## src/sv/psms_pkg.sv

```systemverilog
`default_nettype none

package psms_pkg;

	localparam int PIX_W    = 16;
	localparam int SUM_W    = 36;
	localparam int SQ_W     = 51;
	localparam int CNT_W    = 21;
	localparam int MEAN_W   = 24;
	localparam int SD_W     = 24;
	localparam int DVD_W    = 44;  // 256*|sum| and the square root both fit here
	localparam int PROD_W   = 72;  // N*Q and S*S
	localparam int DIFF_W   = PROD_W + 1;
	localparam int RAD_W    = PROD_W + 16;
	localparam int REM_W    = 46;
	localparam int STEP_W   = 6;
	localparam int FIFO_DEPTH = 2;

	localparam logic [CNT_W-1:0] MAX_PIXELS = CNT_W'(1048576);

	typedef struct packed {
		logic signed [PIX_W-1:0] pixel;
		logic                    pixel_valid;
		logic                    frame_last;
	} pix_in_t;

	typedef struct packed {
		logic signed [SUM_W-1:0] total;
		logic signed [MEAN_W-1:0] mean_q8;
		logic [SD_W-1:0]         std_dev_q8;
		logic [CNT_W-1:0]        valid_count;
	} stat_out_t;

	typedef struct packed {
		logic signed [SUM_W-1:0] sum;
		logic [SQ_W-1:0]         sumsq;
		logic [CNT_W-1:0]        count;
	} frame_rec_t;

	typedef struct packed {
		logic             start;
		logic [DVD_W-1:0] dividend;
		logic [CNT_W-1:0] divisor;
	} div_req_t;

	typedef struct packed {
		logic             done;
		logic [DVD_W-1:0] quotient;
		logic [CNT_W-1:0] remainder;
	} div_rsp_t;

	typedef enum logic [2:0] {
		ST_IDLE,
		ST_MEAN,
		ST_MUL_NQ,
		ST_MUL_SS,
		ST_SQRT,
		ST_SD,
		ST_OUT
	} back_state_t;

endpackage

`default_nettype wire

```

## src/sv/pixel_sum_mean_stddev.sv

```systemverilog
// Per-frame pixel statistics: sum, Q8 mean and Q8 population standard deviation.
// Input channel: push/full with item (pixel, pixel_valid, frame_last). A pixel is
// taken on each edge where push is high and full is low, so a frame streams at
// one pixel per cycle. Valid pixels are accumulated; past 1048576 they are dropped.
// Output channel: empty/pop with result (total, mean_q8, std_dev_q8, valid_count).
// The head result stays on result while empty is low and leaves on pop.
// One result per frame with at least one valid pixel; empty frames give none.
// The accumulators clear on every frame_last pixel, so the next frame can
// follow in the next cycle. Finished frames wait in a two-entry queue while the
// back end works through them one at a time: a divide for the mean, 21 + 36
// shift-add steps for N*Q - S*S, 44 square-root steps and a second divide.
// Short frames that arrive faster than the back end finishes them can stall the
// input once the queue holds two frames.
// When pop is held low the finished result waits in the output register and the
// back end stops after its next frame; full then rises once the queue fills.
// Reset (arst_n low) clears accumulators, queue and output; no result is pending.

`default_nettype none

module pixel_sum_mean_stddev (
	input  wire                 clk,
	input  wire                 arst_n,
	input  wire                 push,
	output logic                full,
	input  psms_pkg::pix_in_t   item,
	output logic                empty,
	input  wire                 pop,
	output psms_pkg::stat_out_t result
);
	import psms_pkg::*;

	logic       q_full;
	logic       rec_push;
	frame_rec_t rec_w;
	logic       rec_valid;
	frame_rec_t rec_head;
	logic       rec_pop;
	div_req_t   div_req;
	div_rsp_t   div_rsp;

	psms_front u_front (
		.clk      (clk),
		.arst_n   (arst_n),
		.push     (push),
		.item     (item),
		.full     (full),
		.q_full   (q_full),
		.rec_push (rec_push),
		.rec      (rec_w)
	);

	psms_fifo u_fifo (
		.clk      (clk),
		.arst_n   (arst_n),
		.wr_en    (rec_push),
		.wr_data  (rec_w),
		.q_full   (q_full),
		.rd_en    (rec_pop),
		.rd_valid (rec_valid),
		.rd_data  (rec_head)
	);

	psms_div u_div (
		.clk    (clk),
		.arst_n (arst_n),
		.req    (div_req),
		.rsp    (div_rsp)
	);

	psms_back u_back (
		.clk       (clk),
		.arst_n    (arst_n),
		.rec_valid (rec_valid),
		.rec       (rec_head),
		.rec_pop   (rec_pop),
		.div_req   (div_req),
		.div_rsp   (div_rsp),
		.pop       (pop),
		.empty     (empty),
		.result    (result)
	);

endmodule

`default_nettype wire

```

## src/sv/psms_front.sv

```systemverilog
`default_nettype none

module psms_front (
	input  wire                  clk,
	input  wire                  arst_n,
	input  wire                  push,
	input  psms_pkg::pix_in_t    item,
	output logic                 full,
	input  wire                  q_full,
	output logic                 rec_push,
	output psms_pkg::frame_rec_t rec
);
	import psms_pkg::*;

	logic signed [SUM_W-1:0] sum_q;
	logic [SQ_W-1:0]         sumsq_q;
	logic [CNT_W-1:0]        cnt_q;

	logic                    accept;
	logic                    take;
	logic signed [PIX_W-1:0] pix_s;
	logic signed [2*PIX_W-1:0] sq_s;
	logic signed [SUM_W-1:0] sum_n;
	logic [SQ_W-1:0]         sumsq_n;
	logic [CNT_W-1:0]        cnt_n;

	assign full   = q_full;
	assign accept = push && !q_full;

	always_comb begin
		pix_s = item.pixel;
		sq_s  = pix_s * pix_s;
		take  = item.pixel_valid && (cnt_q < MAX_PIXELS);
		cnt_n = cnt_q;
		sum_n = sum_q;
		sumsq_n = sumsq_q;
		if (take) begin
			cnt_n   = cnt_q + CNT_W'(1);
			sum_n   = sum_q + {{(SUM_W-PIX_W){pix_s[PIX_W-1]}}, pix_s};
			sumsq_n = sumsq_q + SQ_W'(unsigned'(sq_s));
		end
		rec.sum   = sum_n;
		rec.sumsq = sumsq_n;
		rec.count = cnt_n;
		// empty frames produce no request downstream
		rec_push  = accept && item.frame_last && (cnt_n != '0);
	end

	always_ff @(posedge clk or negedge arst_n) begin
		if (!arst_n) begin
			sum_q   <= '0;
			sumsq_q <= '0;
			cnt_q   <= '0;
		end else if (accept) begin
			if (item.frame_last) begin
				sum_q   <= '0;
				sumsq_q <= '0;
				cnt_q   <= '0;
			end else begin
				sum_q   <= sum_n;
				sumsq_q <= sumsq_n;
				cnt_q   <= cnt_n;
			end
		end
	end

endmodule

`default_nettype wire

```

## src/sv/psms_fifo.sv

```systemverilog
`default_nettype none

module psms_fifo (
	input  wire                  clk,
	input  wire                  arst_n,
	input  wire                  wr_en,
	input  psms_pkg::frame_rec_t wr_data,
	output logic                 q_full,
	input  wire                  rd_en,
	output logic                 rd_valid,
	output psms_pkg::frame_rec_t rd_data
);
	import psms_pkg::*;

	localparam int PTR_W = $clog2(FIFO_DEPTH);

	frame_rec_t           mem [FIFO_DEPTH];
	logic [PTR_W-1:0]     wr_ptr_q;
	logic [PTR_W-1:0]     rd_ptr_q;
	logic [PTR_W:0]       cnt_q;
	logic                 do_wr;
	logic                 do_rd;

	assign q_full   = (cnt_q == (PTR_W+1)'(FIFO_DEPTH));
	assign rd_valid = (cnt_q != '0);
	assign rd_data  = mem[rd_ptr_q];
	assign do_wr    = wr_en && !q_full;
	assign do_rd    = rd_en && rd_valid;

	always_ff @(posedge clk) begin
		if (do_wr)
			mem[wr_ptr_q] <= wr_data;
	end

	always_ff @(posedge clk or negedge arst_n) begin
		if (!arst_n) begin
			wr_ptr_q <= '0;
			rd_ptr_q <= '0;
			cnt_q    <= '0;
		end else begin
			if (do_wr)
				wr_ptr_q <= (wr_ptr_q == PTR_W'(FIFO_DEPTH-1)) ? '0 : wr_ptr_q + PTR_W'(1);
			if (do_rd)
				rd_ptr_q <= (rd_ptr_q == PTR_W'(FIFO_DEPTH-1)) ? '0 : rd_ptr_q + PTR_W'(1);
			if (do_wr && !do_rd)
				cnt_q <= cnt_q + (PTR_W+1)'(1);
			else if (do_rd && !do_wr)
				cnt_q <= cnt_q - (PTR_W+1)'(1);
		end
	end

endmodule

`default_nettype wire

```

## src/sv/psms_div.sv

```systemverilog
`default_nettype none

// restoring divider, one quotient bit per cycle
module psms_div (
	input  wire                clk,
	input  wire                arst_n,
	input  psms_pkg::div_req_t req,
	output psms_pkg::div_rsp_t rsp
);
	import psms_pkg::*;

	logic [DVD_W-1:0]  dvd_q;
	logic [CNT_W-1:0]  rem_q;
	logic [CNT_W-1:0]  dsr_q;
	logic [STEP_W-1:0] step_q;
	logic              busy_q;
	logic              done_q;

	logic [CNT_W:0]    rem2;
	logic              ge;
	logic [CNT_W:0]    diff;

	always_comb begin
		rem2 = {rem_q, dvd_q[DVD_W-1]};
		ge   = (rem2 >= {1'b0, dsr_q});
		diff = rem2 - {1'b0, dsr_q};
	end

	assign rsp.done      = done_q;
	assign rsp.quotient  = dvd_q;
	assign rsp.remainder = rem_q;

	always_ff @(posedge clk) begin
		if (req.start) begin
			dvd_q <= req.dividend;
			dsr_q <= req.divisor;
			rem_q <= '0;
		end else if (busy_q) begin
			dvd_q <= {dvd_q[DVD_W-2:0], ge};
			// remainder stays below the divisor
			rem_q <= ge ? diff[CNT_W-1:0] : rem2[CNT_W-1:0];
		end
	end

	always_ff @(posedge clk or negedge arst_n) begin
		if (!arst_n) begin
			busy_q <= 1'b0;
			done_q <= 1'b0;
			step_q <= '0;
		end else begin
			done_q <= 1'b0;
			if (req.start) begin
				busy_q <= 1'b1;
				step_q <= '0;
			end else if (busy_q) begin
				step_q <= step_q + STEP_W'(1);
				if (step_q == STEP_W'(DVD_W-1)) begin
					busy_q <= 1'b0;
					done_q <= 1'b1;
				end
			end
		end
	end

endmodule

`default_nettype wire

```

## src/sv/psms_back.sv

```systemverilog
`default_nettype none

module psms_back (
	input  wire                   clk,
	input  wire                   arst_n,
	input  wire                   rec_valid,
	input  psms_pkg::frame_rec_t  rec,
	output logic                  rec_pop,
	output psms_pkg::div_req_t    div_req,
	input  psms_pkg::div_rsp_t    div_rsp,
	input  wire                   pop,
	output logic                  empty,
	output psms_pkg::stat_out_t   result
);
	import psms_pkg::*;

	back_state_t state_q, state_n;

	frame_rec_t              rec_q;
	logic [SUM_W-1:0]        mag_q;
	logic signed [MEAN_W-1:0] mean_q;
	logic [SD_W-1:0]         sd_q;
	logic [PROD_W-1:0]       mcand_q;
	logic [SUM_W-1:0]        mplier_q;
	logic [DIFF_W-1:0]       d_q;
	logic [RAD_W-1:0]        v_q;
	logic [DVD_W-1:0]        root_q;
	logic [REM_W-1:0]        rem_q;
	logic [STEP_W-1:0]       step_q;
	logic                    out_valid_q;
	stat_out_t               out_q;

	logic [SUM_W-1:0]        head_mag;
	logic [DIFF_W-1:0]       d_n;
	logic [REM_W+1:0]        rem4;
	logic [REM_W+1:0]        trial;
	logic [REM_W+1:0]        rem_diff;
	logic                    sq_ge;
	logic [DVD_W-1:0]        root_n;
	logic [MEAN_W-1:0]       mean_mag;
	logic                    last_nq;
	logic                    last_ss;
	logic                    last_sqrt;
	logic                    load_out;

	always_comb begin
		head_mag = rec.sum[SUM_W-1] ? (~rec.sum + SUM_W'(1)) : rec.sum;

		// shift-add multiply: N*Q added, then S*S subtracted
		d_n = d_q;
		if (mplier_q[0]) begin
			if (state_q == ST_MUL_SS)
				d_n = d_q - {1'b0, mcand_q};
			else
				d_n = d_q + {1'b0, mcand_q};
		end

		// digit-by-digit square root, two radicand bits per step
		rem4     = {rem_q, v_q[RAD_W-1 -: 2]};
		trial    = {2'b00, root_q, 2'b01};
		sq_ge    = (rem4 >= trial);
		rem_diff = rem4 - trial;
		root_n   = {root_q[DVD_W-2:0], sq_ge};

		mean_mag = div_rsp.quotient[MEAN_W-1:0]
			+ MEAN_W'(div_rsp.remainder != '0);

		last_nq   = (step_q == STEP_W'(CNT_W-1));
		last_ss   = (step_q == STEP_W'(SUM_W-1));
		last_sqrt = (step_q == STEP_W'(DVD_W-1));
	end

	always_comb begin
		state_n = state_q;
		case (state_q)
			ST_IDLE:   if (rec_valid) state_n = ST_MEAN;
			ST_MEAN:   if (div_rsp.done) state_n = ST_MUL_NQ;
			ST_MUL_NQ: if (last_nq) state_n = ST_MUL_SS;
			ST_MUL_SS: if (last_ss) state_n = ST_SQRT;
			ST_SQRT:   if (last_sqrt) state_n = ST_SD;
			ST_SD:     if (div_rsp.done) state_n = ST_OUT;
			ST_OUT:    if (!out_valid_q || pop) state_n = ST_IDLE;
			default:   state_n = ST_IDLE;
		endcase
	end

	always_comb begin
		rec_pop          = (state_q == ST_IDLE) && rec_valid;
		load_out         = (state_q == ST_OUT) && (!out_valid_q || pop);
		div_req.start    = rec_pop || ((state_q == ST_SQRT) && last_sqrt);
		div_req.dividend = rec_pop ? {head_mag, 8'b0} : root_n;
		div_req.divisor  = rec_pop ? rec.count : rec_q.count;
	end

	always_ff @(posedge clk) begin
		if (rec_pop) begin
			rec_q <= rec;
			mag_q <= head_mag;
		end
		case (state_q)
			ST_MEAN: begin
				if (div_rsp.done) begin
					// floor for negative sums: -(q + (r != 0)); plain quotient otherwise
					mean_q   <= rec_q.sum[SUM_W-1] ? -signed'(mean_mag)
					            : signed'(div_rsp.quotient[MEAN_W-1:0]);
					mcand_q  <= PROD_W'(rec_q.sumsq);
					mplier_q <= SUM_W'(rec_q.count);
					d_q      <= '0;
					step_q   <= '0;
				end
			end
			ST_MUL_NQ: begin
				d_q    <= d_n;
				step_q <= step_q + STEP_W'(1);
				if (last_nq) begin
					mcand_q  <= PROD_W'(mag_q);
					mplier_q <= mag_q;
					step_q   <= '0;
				end else begin
					mcand_q  <= {mcand_q[PROD_W-2:0], 1'b0};
					mplier_q <= {1'b0, mplier_q[SUM_W-1:1]};
				end
			end
			ST_MUL_SS: begin
				d_q    <= d_n;
				step_q <= step_q + STEP_W'(1);
				mcand_q  <= {mcand_q[PROD_W-2:0], 1'b0};
				mplier_q <= {1'b0, mplier_q[SUM_W-1:1]};
				if (last_ss) begin
					v_q    <= d_n[DIFF_W-1] ? '0 : {d_n[PROD_W-1:0], 16'b0};
					root_q <= '0;
					rem_q  <= '0;
					step_q <= '0;
				end
			end
			ST_SQRT: begin
				v_q    <= {v_q[RAD_W-3:0], 2'b00};
				root_q <= root_n;
				rem_q  <= sq_ge ? rem_diff[REM_W-1:0] : rem4[REM_W-1:0];
				step_q <= step_q + STEP_W'(1);
			end
			ST_SD: begin
				if (div_rsp.done)
					sd_q <= div_rsp.quotient[SD_W-1:0];
			end
			default: ;
		endcase
		if (load_out) begin
			out_q.total       <= rec_q.sum;
			out_q.mean_q8     <= mean_q;
			out_q.std_dev_q8  <= sd_q;
			out_q.valid_count <= rec_q.count;
		end
	end

	always_ff @(posedge clk or negedge arst_n) begin
		if (!arst_n) begin
			state_q     <= ST_IDLE;
			out_valid_q <= 1'b0;
		end else begin
			state_q <= state_n;
			if (load_out)
				out_valid_q <= 1'b1;
			else if (pop)
				out_valid_q <= 1'b0;
		end
	end

	assign empty  = !out_valid_q;
	assign result = out_q;

endmodule

`default_nettype wire

```

## config.mk

```make
export PLATFORM = sky130hd
export DESIGN_NAME = pixel_sum_mean_stddev
export DESIGN_NICKNAME = d
export VERILOG_FILES = /design/src/sv/psms_pkg.sv /design/src/sv/pixel_sum_mean_stddev.sv /design/src/sv/psms_front.sv /design/src/sv/psms_fifo.sv /design/src/sv/psms_div.sv /design/src/sv/psms_back.sv
export SDC_FILE = /design/constraint.sdc
export NUM_CORES = 2
export LEC_CHECK = 0
export ABC_AREA = 1
export BUFFER_PORTS_ARGS = -buffer_cell sky130_fd_sc_hd__buf_2
export CORE_MARGIN = 4
export CORE_UTILIZATION = 25
export DETAILED_ROUTE_END_ITERATION = 6
export GPL_ROUTABILITY_DRIVEN = 0
export HOLD_SLACK_MARGIN = 0.12
export SETUP_SLACK_MARGIN = 0.5
export SYNTH_ARGS = -nofsm -noshare
export SYNTH_HDL_FRONTEND = slang
export SYNTH_SLANG_ARGS = --single-unit
```

## constraint.sdc

```tcl
create_clock -name clk -period 9.2 [get_ports clk]
set_input_delay 0.92 -clock clk [delete_from_list [all_inputs] [get_ports clk]]
set_output_delay 0.92 -clock clk [all_outputs]
set_load 0.05 [all_outputs]
```

==> impl_metrics.py <==
metrics = {
    "clock_network": {
        "cts_sinks": 1071,
        "cts_resized": 0,
        "numCtsBuffers": 114,
        "clkLatencyLatePin_ns": 0.75,
        "htreeDepth": 3,
        "tritoncts": "built",
        "clockBufferDepth": 3,
        "cts_hold_buf": 0,
        "clk_pin_slew_ns": 0.06,
        "post-cts-setup-buffer-count": 0,
        "root_buffer": "clkbuf_16",
    },
    "synthesis": {
        "syn_area_mm2": 0.0724,
        "synthCells": 8739,
        "synth_xor_area_frac": 0.0378,
        "syn_nets": 9330,
        "synth-edff-count": 926,
        "yosys.area_share.simple": 0.223,
        "synth_top_family_by_area": "simple AND/OR/NAND/NOR gates",
        "ys_ff_latch": 1071,
        "synthArstFlopShare": 0.116,
        "synth.yosys.seq_area_share": 0.433,
        "ys.flop_type": "edfxtp_1",
        "synthMuxAreaShare": 0.000276,
        "synth_compound_area_frac": 0.0943,
        "ys_warn_count": 0,
        "syn_area_per_cell_um2": 8.29,
        "synth_fa_ha_area_frac": 0.123,
        "synth.distinct_cells": 70,
    },
    "timing": {
        "fmax_mhz": 122,
        "timing.hold.ws_ns": 0.243,
        "timing.final.crit_share": 0.894,
        "final.setup_skew_ns": 0.0461,
        "setup_viol": 0,
        "worstMarginPinSlew_ns": 1.17,
        "slew_headroom": 0.216,
        "rsz0062_at_grt": "no",
        "setup_tns_ns": 0,
        "hold_violations": 0,
        "fin_crit_ns": 8.23,
        "layout_setup_ws_ns": 0.971,
        "slew_viol_final": 0,
    },
    "routing": {
        "via_count": 58000,
        "via_per_inst": 4.57,
        "drc_errors": 2,
        "dr.pass1.iters": 7,
        "wl_um": 207000,
        "first_iter_violations": 5707,
        "ant_nets": 0,
        "wire_per_inst_um": 16.3,
    },
    "layout": {
        "final_nets": 9403,
        "instances_no_fill": 12700,
        "area_growth_pct": 12.2,
        "layout-drive-gt1-share": 0.0564,
    },
    "min_path": {
        "hold_class": "primary input to asynchronous set/reset pin",
    },
    "placement": {
        "dp_cells": 12500,
        "portBuffers": 128,
        "place_ws_ns": 0.383,
        "place_hpwl_um": 160000,
    },
    "floorplanning": {
        "die_w_um": 546,
        "coreArea_mm2": 0.288,
        "num_rows": 197,
        "start_util": 0.251,
        "die_height_um": 546,
        "die_area_mm2": 0.298,
        "io_pins": 129,
    },
    "power_and_ir_drop": {
        "power.internal_mw": 15.0,
        "ir_drop_mv": 0.783,
        "clockPowerShare": 0.162,
        "power_mw": 29.7,
        "comb_power_share": 0.625,
        "switching_power_mw": 14.6,
        "cellPowerDensity_mw_per_mm2": 365,
        "seqPwrFrac": 0.213,
        "power_leakage_nw": 36.1,
        "switching_share": 0.493,
    },
    "setup_path": {
        "critical_path_peak_fanout": 16,
        "criticalPathCategory": "primary input to flop",
        "cpMostUsedCell": "fa_1",
        "worstSetupStartpointType": "primary input",
        "reg2regPathDepth": 25,
        "crit_path_top_delay_cell": "o21ai_0",
        "required_ns": 9.60,
        "arrival_ns": 8.63,
        "cp_slowest_stage_delay_ns": 0.63,
        "crit_path_end_kind": "flop",
    },
    "global_route": {
        "grt_pass1_vias": 55400,
        "met3_usage": 0.0135,
        "busiest_layer": "met2",
        "grtUsageMet2": 0.213,
        "grt_use_total": 0.134,
        "grt_max_degree": 92,
        "use_met1": 0.194,
        "antenna_found_initial": 4,
        "grt_overflow": 0,
        "grt_pass1_wl_um": 322000,
    },
    "run_status": {
        "status": "finished, violations left",
        "failed_checks": "design-rule violations",
    },
    "job": {
        "maxCapViolCount": 0,
    },
}
worst max-delay path: cells and delay by family:
family / cells / cell delay [ns]
AO/OA/AOI/OAI: 10 / 2.39
XOR/XNOR: 2 / 0.35
adder cells (fa/ha/maj): 8 / 3.81
buffers and inverters: 7 / 0.86
AND/OR/NAND/NOR: 2 / 0.30
area by class of cell:
cell class,instances,area (µm²)
Timing Repair Buffer,192,1130
Tap cell,3781,4730
Multi-Input combinational cell,5990,34700
Fill cell,30700,207000
Inverter,1443,5430
Sequential cell,1071,31300
Clock buffer,139,3020
Antenna cell,6,15.0
Clock inverter,73,861
logic make-up after synthesis:
kind of cell             after synthesis
AO/OA/AOI/OAI                       1213
flip-flops                          1071
XOR/XNOR                             311
buffers and inverters               1678
AND/OR/NAND/NOR                     3895
multiplexers                           2
adder cells (fa/ha/maj)              569
final timing paths:
kind | to | startpoint | slack (ns)
min in group clk | u_back.out_valid_q | pop | 0.39
worst max-delay path | u_fifo.mem[0][43] | item[3] | 0.97
max in group asynchronous | u_front.sumsq_q[23] | arst_n | 7.59
worst min-delay path | u_front.sum_q[18] | arst_n | 0.24
worst min register to register | u_back.result[53] | u_back.mean_q[8] | 0.42
worst max register to register | u_back.v_q[31] | u_back.mcand_q[2] | 3.44
sequential cells by signal (all words and copies together), names as in the netlist, 46 cells and up:
name and flops:
u_back.rem_q 46, u_back.rec_q 107, u_front.sumsq_q 51, u_back.result 105, u_back.mcand_q 72, u_fifo.mem 216, u_back.d_q 73, u_back.v_q 72
per-layer routing:
layer | share of wire | routed length (µm)
met3 | 0.056 | 11700
met2 | 0.44 | 92000
met4 | 0.030 | 6310
met5 | 0.00013 | 27
met1 | 0.47 | 97300
synthesized netlist by cell type (5+ instances only):
master    number  area, µm²
xor2_1       208       1820
and2_1        22        138
buf_2         39        195
buf_1         28        105
nor4_1        44        275
edfxtp_1     926      27800
a22oi_1       21        158
o21ai_2       13        114
xnor2_1      101        885
o21ai_0      418       2090
a21oi_1      468       2340
nand2_2       19        119
nand4_1       75        469
a22o_1        14        123
a21boi_0      25        188
nor2_1       750       2820
nand2_1     2388       8960
dfxtp_1       21        420
fa_1         241       4820
inv_1       1418       5320
a31oi_1       34        213
nor2_2        20        125
o221ai_1      11       96.3
nor2_4         9        101
o31ai_1       35        263
ha_1         328       4100
nand3_2       12        120
a21o_1        19        143
o211ai_1      32        240
dfrtp_1      124       3100
nand3_1      399       2000
buf_6         10        113
nor3_1        85        425
nand3b_1      30        225
inv_2         21       78.8
o21a_1        14        105
or2_2         15       93.8
clkbuf_1     154        578
o21ai_1       17       85.1
o21bai_1      40        300
nor3_2         5       50.1
o22ai_1       34        213
power groups by stage:
stage	clock (mW)	sequential (mW)	combinational, mW
6_report	4.81	6.32	18.5
5_1_grt	5.09	6.35	20.8
4_1_cts	4.90	6.31	18.3
3_5_place_dp	0	6.41	18.2
3_3_place_gp	0	6.41	18.2
2_1_floorplan	0	6.35	13.1
stage by stage:
stage,instance area (µm²),utilization
final,81200,0.282
after global routing,81200,0.282
after detailed placement,77300,0.268
after CTS,81200,0.282
after global placement,77300,0.268
after floorplan,72400,-
cell usage in the layout, fill, tap and decap left out, types with 35 or more instances in the layout:
cell type	Yosys	final
nand2_1	2388	2384
o21ai_0	418	417
nor3_1	85	85
buf_4	3	64
edfxtp_1	926	926
o21bai_1	40	40
clkbuf_16	0	115
nand4_1	75	75
inv_1	1418	1414
ha_1	328	328
nor4_1	44	44
xor2_1	208	208
nand3_1	399	399
nor2_1	750	745
dfrtp_1	124	123
buf_2	39	127
a21oi_1	468	468
xnor2_1	101	101
fa_1	241	241
o31ai_1	35	35
(Power assumes the default switching activity.)
